`config.mk`:
```
export PLATFORM = sky130hd
export DESIGN_NAME = i2c_master_bit_engine
export DESIGN_NICKNAME = d
export VERILOG_FILES = /design/src/sv/i2c_mbe_pkg.sv /design/src/sv/i2c_master_bit_engine.sv
export SDC_FILE = /design/constraint.sdc
export NUM_CORES = 1
export LEC_CHECK = 0
export BUFFER_PORTS_ARGS = -buffer_cell sky130_fd_sc_hd__buf_2
export CORE_MARGIN = 2
export CORE_UTILIZATION = 62
export CTS_CLUSTER_DIAMETER = 50
export DETAILED_ROUTE_END_ITERATION = 16
export HOLD_SLACK_MARGIN = 0.08
export PLACE_DENSITY_LB_ADDON = 0.08
export SLEW_MARGIN = 0
export SYNTH_ARGS = -nofsm -noshare
export SYNTH_HDL_FRONTEND = slang
export SYNTH_SLANG_ARGS = --single-unit
```
`constraint.sdc`:
```
create_clock -name aclk -period 9.9 [get_ports aclk]
set_clock_uncertainty 0.15 [all_clocks]
set_input_delay 2.97 -clock aclk [delete_from_list [all_inputs] [get_ports aclk]]
set_output_delay 2.97 -clock aclk [all_outputs]
set_load 0.05 [all_outputs]
```
`src/sv/i2c_mbe_pkg.sv`:
```
package i2c_mbe_pkg;

    localparam int DELAY_W   = 16;
    localparam int RETRY_W   = 16;
    localparam int BYTE_W    = 8;
    localparam int ACTION_W  = 3;
    localparam int BIT_IDX_W = 4;
    localparam int S_DATA_W  = 16;
    localparam int M_DATA_W  = 16;
    localparam int ADDR_W    = 3;

    localparam logic [DELAY_W-1:0] DELAY_RESET = 16'd20;
    localparam logic [RETRY_W-1:0] RETRY_RESET = 16'd250;
    localparam logic [BIT_IDX_W-1:0] LAST_BIT  = 4'd7;

    localparam logic [ADDR_W-1:0] ADDR_DELAY = 3'd0;
    localparam logic [ADDR_W-1:0] ADDR_RETRY = 3'd4;

    typedef enum logic [ACTION_W-1:0] {
        ACT_TICK  = 3'd0,
        ACT_START = 3'd1,
        ACT_STOP  = 3'd2,
        ACT_WRITE = 3'd3,
        ACT_READ  = 3'd4
    } action_t;

    typedef enum logic [4:0] {
        PH_IDLE    = 5'd0,
        PH_ST_A    = 5'd1,
        PH_ST_B    = 5'd2,
        PH_ST_C    = 5'd3,
        PH_SP_A    = 5'd4,
        PH_SP_B    = 5'd5,
        PH_SP_C    = 5'd6,
        PH_WR_DATA = 5'd7,
        PH_WR_HIGH = 5'd8,
        PH_WR_LOW  = 5'd9,
        PH_WA_REL  = 5'd10,
        PH_WA_HIGH = 5'd11,
        PH_WA_POLL = 5'd12,
        PH_RD_LOW  = 5'd13,
        PH_RD_HIGH = 5'd14,
        PH_RD_END  = 5'd15,
        PH_AK_SET  = 5'd16,
        PH_AK_HIGH = 5'd17,
        PH_AK_LOW  = 5'd18
    } phase_t;

    typedef struct packed {
        logic start_cmd;
        logic enter_en;
        logic fin;
        logic ack_low;
        logic poll_to;
        logic poll_dec;
        logic delay_dec;
        logic inc_bit;
        logic load_retry;
    } step_ctl_t;

endpackage

```
`src/sv/i2c_master_bit_engine.sv`:
```
// channel   | direction | handshake        | payload
// s_ (tick) | in        | s_tvalid/tready  | s_tdata: action, tx_byte, ack_enable, sda_in
// m_ (pins) | out       | m_tvalid/tready  | m_tdata: pins, busy, done, status, rx_byte
// apb cfg   | in        | psel/penable     | 0x0 delay_ticks, 0x4 ack_retry_limit
//
// one item per cycle while the result is not stalled: each tick updates the bit state and lands in the output register
// the result of an accepted tick is registered and shown in the cycle after it is accepted
// aresetn is synchronous and active low; scl and sda driven high, engine idle
// a stalled result holds m_tdata and the engine stops; a new tick enters as the old one leaves
module i2c_master_bit_engine
    import i2c_mbe_pkg::*;
(
    input  logic                  aclk,
    input  logic                  aresetn,
    input  logic                  s_tvalid,
    output logic                  s_tready,
    // action[2:0], tx_byte[10:3], ack_enable[11], sda_in[12], zero pad
    input  logic [S_DATA_W-1:0]   s_tdata,
    output logic                  m_tvalid,
    input  logic                  m_tready,
    // scl_level[0], sda_level[1], sda_drive[2], busy_res[3], done_res[4],
    // status[5], rx_byte[13:6], zero pad
    output logic [M_DATA_W-1:0]   m_tdata,
    input  logic                  psel,
    input  logic                  penable,
    input  logic                  pwrite,
    input  logic [ADDR_W-1:0]     paddr,
    input  logic [31:0]           pwdata,
    output logic [31:0]           prdata,
    output logic                  pready
);

    logic [DELAY_W-1:0]   delay_ticks_reg;
    logic [RETRY_W-1:0]   retry_limit_reg;

    phase_t               phase_reg, phase_next;
    logic [ACTION_W-1:0]  command_reg, command_next;
    logic [BIT_IDX_W-1:0] bit_index_reg, bit_index_next;
    logic [BYTE_W-1:0]    shift_reg, shift_next;
    logic [DELAY_W-1:0]   delay_count_reg, delay_count_next;
    logic [RETRY_W-1:0]   retry_count_reg, retry_count_next;
    logic                 scl_reg, scl_next;
    logic                 sda_reg, sda_next;
    logic                 sda_oe_reg, sda_oe_next;
    logic                 ack_flag_reg, ack_flag_next;
    logic [BYTE_W-1:0]    rx_reg, rx_next;
    logic                 status_next;

    logic                 m_tvalid_reg;
    logic [M_DATA_W-1:0]  m_tdata_reg, m_tdata_next;

    logic [ACTION_W-1:0]  s_action;
    logic [BYTE_W-1:0]    s_tx_byte;
    logic                 s_ack_enable;
    logic                 s_sda_in;
    logic                 accept;
    logic [DELAY_W-1:0]   pause_load;
    step_ctl_t            ctl;

    assign s_action     = s_tdata[2:0];
    assign s_tx_byte    = s_tdata[10:3];
    assign s_ack_enable = s_tdata[11];
    assign s_sda_in     = s_tdata[12];

    assign s_tready = !m_tvalid_reg || m_tready;
    assign accept   = s_tvalid && s_tready;
    assign m_tvalid = m_tvalid_reg;
    assign m_tdata  = m_tdata_reg;

    assign pause_load = (delay_ticks_reg == '0) ? '0 : delay_ticks_reg - 1'b1;

    // config port
    assign pready = 1'b1;

    always_comb begin
        case (paddr)
            ADDR_DELAY: prdata = {16'd0, delay_ticks_reg};
            ADDR_RETRY: prdata = {16'd0, retry_limit_reg};
            default:    prdata = '0;
        endcase
    end

    always_ff @(posedge aclk) begin
        if (!aresetn) begin
            delay_ticks_reg <= DELAY_RESET;
            retry_limit_reg <= RETRY_RESET;
        end else if (psel && penable && pwrite && pready) begin
            if (paddr == ADDR_DELAY) begin
                delay_ticks_reg <= pwdata[DELAY_W-1:0];
            end else if (paddr == ADDR_RETRY) begin
                retry_limit_reg <= pwdata[RETRY_W-1:0];
            end
        end
    end

    // next phase
    always_comb begin
        phase_next = phase_reg;
        ctl        = '0;
        case (phase_reg)
            PH_IDLE: begin
                ctl.start_cmd = 1'b1;
                ctl.enter_en  = 1'b1;
                case (s_action)
                    ACT_START: phase_next = PH_ST_A;
                    ACT_STOP:  phase_next = PH_SP_A;
                    ACT_WRITE: phase_next = PH_WR_DATA;
                    ACT_READ:  phase_next = PH_RD_LOW;
                    default: begin
                        ctl.start_cmd = 1'b0;
                        ctl.enter_en  = 1'b0;
                    end
                endcase
            end
            PH_WA_POLL: begin
                if (!s_sda_in) begin
                    phase_next  = PH_IDLE;
                    ctl.fin     = 1'b1;
                    ctl.ack_low = 1'b1;
                end else if (retry_count_reg == '0) begin
                    phase_next   = PH_SP_A;
                    ctl.poll_to  = 1'b1;
                    ctl.enter_en = 1'b1;
                end else begin
                    ctl.poll_dec = 1'b1;
                end
            end
            default: begin
                if (delay_count_reg != '0) begin
                    ctl.delay_dec = 1'b1;
                end else begin
                    ctl.enter_en = 1'b1;
                    case (phase_reg)
                        PH_ST_A:    phase_next = PH_ST_B;
                        PH_ST_B:    phase_next = PH_ST_C;
                        PH_SP_A:    phase_next = PH_SP_B;
                        PH_SP_B:    phase_next = PH_SP_C;
                        PH_WR_DATA: phase_next = PH_WR_HIGH;
                        PH_WR_HIGH: phase_next = PH_WR_LOW;
                        PH_WR_LOW: begin
                            if (bit_index_reg < LAST_BIT) begin
                                ctl.inc_bit = 1'b1;
                                phase_next  = PH_WR_DATA;
                            end else begin
                                phase_next = PH_WA_REL;
                            end
                        end
                        PH_WA_REL:  phase_next = PH_WA_HIGH;
                        PH_WA_HIGH: begin
                            phase_next     = PH_WA_POLL;
                            ctl.enter_en   = 1'b0;
                            ctl.load_retry = 1'b1;
                        end
                        PH_RD_LOW:  phase_next = PH_RD_HIGH;
                        PH_RD_HIGH: begin
                            if (bit_index_reg < LAST_BIT) begin
                                ctl.inc_bit = 1'b1;
                                phase_next  = PH_RD_LOW;
                            end else begin
                                phase_next = PH_RD_END;
                            end
                        end
                        PH_RD_END:  phase_next = PH_AK_SET;
                        PH_AK_SET:  phase_next = PH_AK_HIGH;
                        PH_AK_HIGH: phase_next = PH_AK_LOW;
                        default: begin
                            phase_next   = PH_IDLE;
                            ctl.enter_en = 1'b0;
                            ctl.fin      = 1'b1;
                        end
                    endcase
                end
            end
        endcase
    end

    // datapath and pin levels
    always_comb begin
        command_next     = command_reg;
        bit_index_next   = bit_index_reg;
        shift_next       = shift_reg;
        delay_count_next = delay_count_reg;
        retry_count_next = retry_count_reg;
        scl_next         = scl_reg;
        sda_next         = sda_reg;
        sda_oe_next      = sda_oe_reg;
        ack_flag_next    = ack_flag_reg;
        rx_next          = rx_reg;
        status_next      = 1'b0;

        if (ctl.start_cmd) begin
            command_next   = s_action;
            bit_index_next = '0;
            ack_flag_next  = 1'b0;
            shift_next     = '0;
            if (s_action == ACT_WRITE) begin
                shift_next = s_tx_byte;
            end
            if (s_action == ACT_READ) begin
                ack_flag_next = s_ack_enable;
            end
        end
        if (ctl.ack_low) begin
            scl_next = 1'b0;
        end
        if (ctl.poll_to) begin
            ack_flag_next = 1'b1;
        end
        if (ctl.poll_dec) begin
            retry_count_next = retry_count_reg - 1'b1;
        end
        if (ctl.delay_dec) begin
            delay_count_next = delay_count_reg - 1'b1;
        end
        if (ctl.inc_bit) begin
            bit_index_next = bit_index_reg + 1'b1;
        end
        if (ctl.load_retry) begin
            retry_count_next = retry_limit_reg;
        end
        if (ctl.fin && !ctl.ack_low) begin
            if (command_reg == ACT_READ) begin
                rx_next = shift_reg;
            end
            status_next = (command_reg == ACT_WRITE) && ack_flag_reg;
        end

        if (ctl.enter_en) begin
            delay_count_next = pause_load;
            case (phase_next)
                PH_ST_A: begin
                    sda_oe_next = 1'b1;
                    scl_next    = 1'b1;
                    sda_next    = 1'b1;
                end
                PH_ST_B: sda_next = 1'b0;
                PH_ST_C: scl_next = 1'b0;
                PH_SP_A: begin
                    sda_oe_next = 1'b1;
                    scl_next    = 1'b0;
                    sda_next    = 1'b0;
                end
                PH_SP_B: scl_next = 1'b1;
                PH_SP_C: sda_next = 1'b1;
                PH_WR_DATA: begin
                    sda_oe_next = 1'b1;
                    scl_next    = 1'b0;
                    sda_next    = shift_next[BYTE_W-1];
                    shift_next  = {shift_next[BYTE_W-2:0], 1'b0};
                end
                PH_WR_HIGH: scl_next = 1'b1;
                PH_WR_LOW:  scl_next = 1'b0;
                PH_WA_REL: begin
                    sda_oe_next = 1'b0;
                    sda_next    = 1'b1;
                end
                PH_WA_HIGH: scl_next = 1'b1;
                PH_RD_LOW: begin
                    sda_oe_next = 1'b0;
                    sda_next    = 1'b1;
                    scl_next    = 1'b0;
                end
                PH_RD_HIGH: begin
                    scl_next   = 1'b1;
                    shift_next = {shift_next[BYTE_W-2:0], s_sda_in};
                end
                PH_RD_END: scl_next = 1'b0;
                PH_AK_SET: begin
                    scl_next    = 1'b0;
                    sda_oe_next = 1'b1;
                    sda_next    = !ack_flag_next;
                end
                PH_AK_HIGH: scl_next = 1'b1;
                PH_AK_LOW:  scl_next = 1'b0;
                default: ;
            endcase
        end

        m_tdata_next = {2'b00, rx_next, status_next, ctl.fin, phase_next != PH_IDLE,
                        sda_oe_next, sda_next, scl_next};
    end

    always_ff @(posedge aclk) begin
        if (!aresetn) begin
            phase_reg       <= PH_IDLE;
            command_reg     <= '0;
            bit_index_reg   <= '0;
            shift_reg       <= '0;
            delay_count_reg <= '0;
            retry_count_reg <= '0;
            scl_reg         <= 1'b1;
            sda_reg         <= 1'b1;
            sda_oe_reg      <= 1'b1;
            ack_flag_reg    <= 1'b0;
            rx_reg          <= '0;
        end else if (accept) begin
            phase_reg       <= phase_next;
            command_reg     <= command_next;
            bit_index_reg   <= bit_index_next;
            shift_reg       <= shift_next;
            delay_count_reg <= delay_count_next;
            retry_count_reg <= retry_count_next;
            scl_reg         <= scl_next;
            sda_reg         <= sda_next;
            sda_oe_reg      <= sda_oe_next;
            ack_flag_reg    <= ack_flag_next;
            rx_reg          <= rx_next;
        end
    end

    always_ff @(posedge aclk) begin
        if (!aresetn) begin
            m_tvalid_reg <= 1'b0;
        end else if (accept) begin
            m_tvalid_reg <= 1'b1;
        end else if (m_tready) begin
            m_tvalid_reg <= 1'b0;
        end
    end

    always_ff @(posedge aclk) begin
        if (accept) begin
            m_tdata_reg <= m_tdata_next;
        end
    end

    a_done_not_busy: assert property (@(posedge aclk) disable iff (!aresetn)
        (m_tvalid && m_tdata[4]) |-> !m_tdata[3])
        else $error("done reported while busy");

    a_status_with_done: assert property (@(posedge aclk) disable iff (!aresetn)
        (m_tvalid && m_tdata[5]) |-> m_tdata[4])
        else $error("status set without done");

    a_poll_released: assert property (@(posedge aclk) disable iff (!aresetn)
        (phase_reg == PH_WA_POLL) |-> (!sda_oe_reg && scl_reg))
        else $error("ack poll with sda driven or scl low");

    a_bit_range: assert property (@(posedge aclk) disable iff (!aresetn)
        bit_index_reg <= LAST_BIT)
        else $error("bit index out of range");

    a_busy_tracks_phase: assert property (@(posedge aclk) disable iff (!aresetn)
        accept |=> (m_tdata[3] == (phase_reg != PH_IDLE)))
        else $error("busy flag disagrees with phase");

endmodule
```
=== Word-level counts from Yosys, hierarchy flattened ===
Cells that the tools add are included.

* Bitwise gates (word level): 1
* $add $sub $neg: 4
* Reduce and logical (&&, ||, !) cells: 36
* Multiplexer cells: 53
* Magnitude comparators: 1
* Equality and inequality tests: 39

{| class="wikitable"
|+ Operators with widths
! cell !! count
|-
| $mux W16 || 5
|-
| $eq A5 B4 Y1 const B || 15
|-
| $pmux W5 S14 || 1
|-
| $sub A16 B1 Y16 const B || 3
|-
| $mux W8 || 5
|-
| $eq A5 B3 Y1 const B || 7
|-
| $logic_not A16 Y1 || 2
|-
| $pmux W16 S2 || 1
|-
| $eq A5 B5 Y1 const B || 5
|-
| $pmux W5 S4 || 1
|-
| $mux W1 || 19
|-
| $pmux W8 S2 || 1
|-
| $reduce_bool A16 Y1 || 1
|-
| $eq A5 B2 Y1 const B || 3
|-
| $mux W5 || 3
|-
| $reduce_or A14 Y1 || 1
|-
| $reduce_or A13 Y1 || 1
|-
| $mux W2 || 6
|-
| $mux W4 || 3
|-
| $reduce_or A4 Y1 || 3
|-
| $eq A5 B1 Y1 const B || 2
|-
| $pmux W5 S2 || 1
|-
| $reduce_and A2 Y1 || 5
|-
| $eq A3 B2 Y1 const B || 3
|-
| other kinds (19) || 37
|}

* Output and inout port bits: 51
* Register bits: 111
* Input port bits: 58
* Logic and storage cells: 150

=== Longest topological paths before layout ===
* Word-level depth: 9
* Gate-level depth with buffers: 12
* Gate-level depth less buffers: 10

=== Least setup slack after synthesis ===
OpenSTA, ideal clock, no wires.

* Path kind: input to output
* From: in paddr[1]
* To: out prdata[10]
* Required time: 6.780 ns
* Stages: 3
* Arrival time: 4.341 ns
* Path buffers: 1
* Setup slack: 2.439 ns
* Cells stage by stage: nor3b_1 clkbuf_1 a22o_1

* Longest elaborated chain between the ends: 2

{| class="wikitable"
|+ RTL lines
! item !! RTL line !! RTL
|-
| from (decl) || i2c_master_bit_engine.sv:27 || <nowiki>input logic [ADDR_W-1:0] paddr,</nowiki>
|-
| $eq A3 B3 Y1 / $logic_not A3 Y1 (equally long branches) || i2c_master_bit_engine.sv:76 || <nowiki>case (paddr)</nowiki>
|-
| $pmux W16 S2 * || i2c_master_bit_engine.sv:76 ||
|-
| to (decl) || i2c_master_bit_engine.sv:29 || <nowiki>output logic [31:0] prdata,</nowiki>
|}

Every way passes the cells marked *; elsewhere a longest branch is shown, timed or not.

=== Final worst setup path ===
* From: in paddr[1]
* To: out prdata[12]

Same word-level chain as after synthesis.

==> impl_metrics.ini <==
[critical_path]
cp.depth = 4
cp_max_fo = 18
ff2ff_setup_slack_ns = 5.91
critical-path-top-delay-family = simple AND/OR/NAND/NOR gates
crit_top_cell = buf_2
path_class = in -> out
crit_path_end_kind = output port
required_ns = 6.78
reg2reg_depth = 8
worstSetupEndpoint = prdata[12]
rr_startpoint = phase_reg[2]
crit_buf_inv = 2
crit_arrival_ns = 4.46
cpMaxStageDelayCell = nor3_2
startpoint_type = input pin
reg2reg_to = shift_reg[2]
crit_path_max_incr_delay_ns = 0.82
path_cells = buf_2 > nor3_2 > a22o_1 > buf_2
setup.worst_path.start = paddr[1]

[synthesis]
ys_warn_count = 0
netlist.area_leader.share_pct = 29.1
async_flop_share_pct = 0
synth_cell_types = 79
synth_flop_cell = dfxtp_1
synth_cells = 871
synth-edff-count = 14
yosysTopAreaCell = dfxtp_1
ys_seq_area_share_pct = 35.4
synthTopCellsByArea = dfxtp_1 (29%), nand2_1 (7.6%), edfxtp_1 (6.3%)
syn_area_mm2 = 0.00668
synth_commonest_cells = nand2_1 (136), dfxtp_1 (97), nor2_1 (85)
avgSynthCellArea_um2 = 7.67
synth.most_common_cell = nand2_1
synth_seq_cells = 111

[layout]
multi_input_area_mm2 = 0.00394
drive_gt1_share_pct = 14.0
fillers = 863
antenna_cells = 0
register_area_mm2 = 0.00236
finalNetCount = 962
syn2layout_area_growth_pct = 6.80

[global_route]
first_global_vias = 5890
track_usage_pct = 29.9
gr-total-overflow = 0
antenna_found_initial = 0
grt_pass1_wl_um = 28100
grt_max_degree = 52

[sta]
fmax_mhz = 132
tightest_slew_ns = 1.06
min_period_ns = 7.58
slew_headroom_pct = 28.9
finalSetupViolCount = 0
min_period_over_period_pct = 76.6
rsz0062_at_grt = no
tns_ns = 0
hold_violations = 0
hold_ws_ns = 0.328
drv_slew = 0

[clocking]
clock_latency_ns = 0.41
cts-buffers-inserted = 9
htreeDepth = 3
clkSinkCount = 111
cts_buffer_depth = 2
cts_resized = 0
clk_pin_slew_ns = 0.10
hold_buffers = 0
root_buffer = clkbuf_8
cts_setup_buffers = 0
cts_tree = yes

[drt]
vias = 6476
drc = 0
first_pass_iters = 7
wl_um = 17200
vias_per_cell = 6.22
ant_nets = 0
wire_per_inst_um = 16.5
drtIter0Drc = 611

[die]
initial_core_util_pct = 64.4
io-pin-count = 109
core_area_mm2 = 0.0104
die_w_um = 108
die_h_um = 108
dieArea_mm2 = 0.0116
row_count = 37

[power_and_ir_drop]
p_leak_uw = 0.00263
power_density_mw_per_mm2 = 275
p_sw_uw = 951
ir_worst_vdd_mv = 0.170
switching_share_pct = 48.5
p_int_uw = 1010
comb_power_share_pct = 55.0
seq_power_share_pct = 29.8
clkPwrFrac_pct = 15.2

[run_status]
outcome = complete, no violations

[placed_design]
hpwl_um = 12000
io_buffers = 70
place.gp.congestion = 0.926

[min_path]
hp-class = reg -> reg

[flow_run]
max_cap_violations = 0
==> worst register-to-register path, delay by kind of cell, from the launching register on <==
family	cells	cell delay [ns]
simple gates	5	2.50
mux	1	0.24
compound gates	2	0.28
flops	1	0.70
==> final cells by class <==
class,instances,share of cell area (%)
inverters,16,0.842
well taps,136,2.39
repair buffers,75,5.44
clock inverters,7,1.26
multi-input cells,687,55.2
flip-flops and latches,111,33.1
clock buffers,9,1.74
==> placed cells by master, fill, tap and decap left out, types with 7 or more instances in the layout <==
master	n
a21oi_1	83
xnor2_1	11
o21ai_0	49
nor2_1	85
or3_1	9
nand2_1	136
conb_1	19
clkbuf_8	9
and2_1	7
nor4_1	9
dfxtp_1	97
nand2b_1	9
nand4_1	8
a22o_1	17
a211oi_1	9
mux2_2	9
buf_2	70
a31oi_1	8
nor3_1	53
edfxtp_1	14
mux2i_1	13
inv_1	14
o21ai_1	20
nand3_1	32
==> through the flow <==
stage	instance area, µm²	power (µW)	utilization [%]	instances	setup WS [ns]
floorplan	6740	1490	-	888	2.44
global placement	6920	1620	66.7	1025	2.39
detailed placement	6920	1640	66.7	1025	2.36
CTS	7130	1940	68.8	1041	2.34
global route	7130	2090	68.8	1041	2.21
finish	7130	1960	68.8	1041	2.32
==> power by group through the flow <==
stage	sequential [µW]	combinational [µW]	clock, µW
final	583	1080	298
after floorplan	592	901	0
after CTS	581	1060	300
after global placement	588	1030	0
after global routing	591	1190	313
after detailed placement	592	1050	0
==> cells by family (layout without fill, tap and decap cells) <==
kind of cell	Yosys count	in the layout	share of synthesized area, %
buf+inv	90	107	6.90
fa+ha+maj	4	4	0.750
flops	111	111	35.4
other cells	2	19	0.112
mux	22	22	3.47
xor+xnor	15	15	1.97
compound gates	237	237	22.6
simple gates	390	390	28.8
==> layer usage <==
metal	share of wire, %	wire (µm)	up-vias	GRT usage (%)
li1	-	-	3149	-
met1	42	7280	3023	38.8
met2	49	8390	278	50.3
met3	7.1	1210	26	5.08
met4	1.6	277	0	9.80
met5	0	0	-	0
==> how the worst min path moves through the flow <==
stage / from / endpoint / slack, ns / depth (start not counted)
2_1_floorplan: delay_count_reg[13] / delay_count_reg[13] / 0.29 / 2
3_3_place_gp: delay_count_reg[13] / delay_count_reg[13] / 0.30 / 2
3_5_place_dp: shift_reg[6] / shift_reg[6] / 0.31 / 2
4_1_cts: shift_reg[6] / shift_reg[6] / 0.33 / 2
5_1_grt: command_reg[2] / command_reg[2] / 0.35 / 2
6_report: shift_reg[6] / shift_reg[6] / 0.33 / 2
No activity file was read; power rests on OpenSTA's default activity.
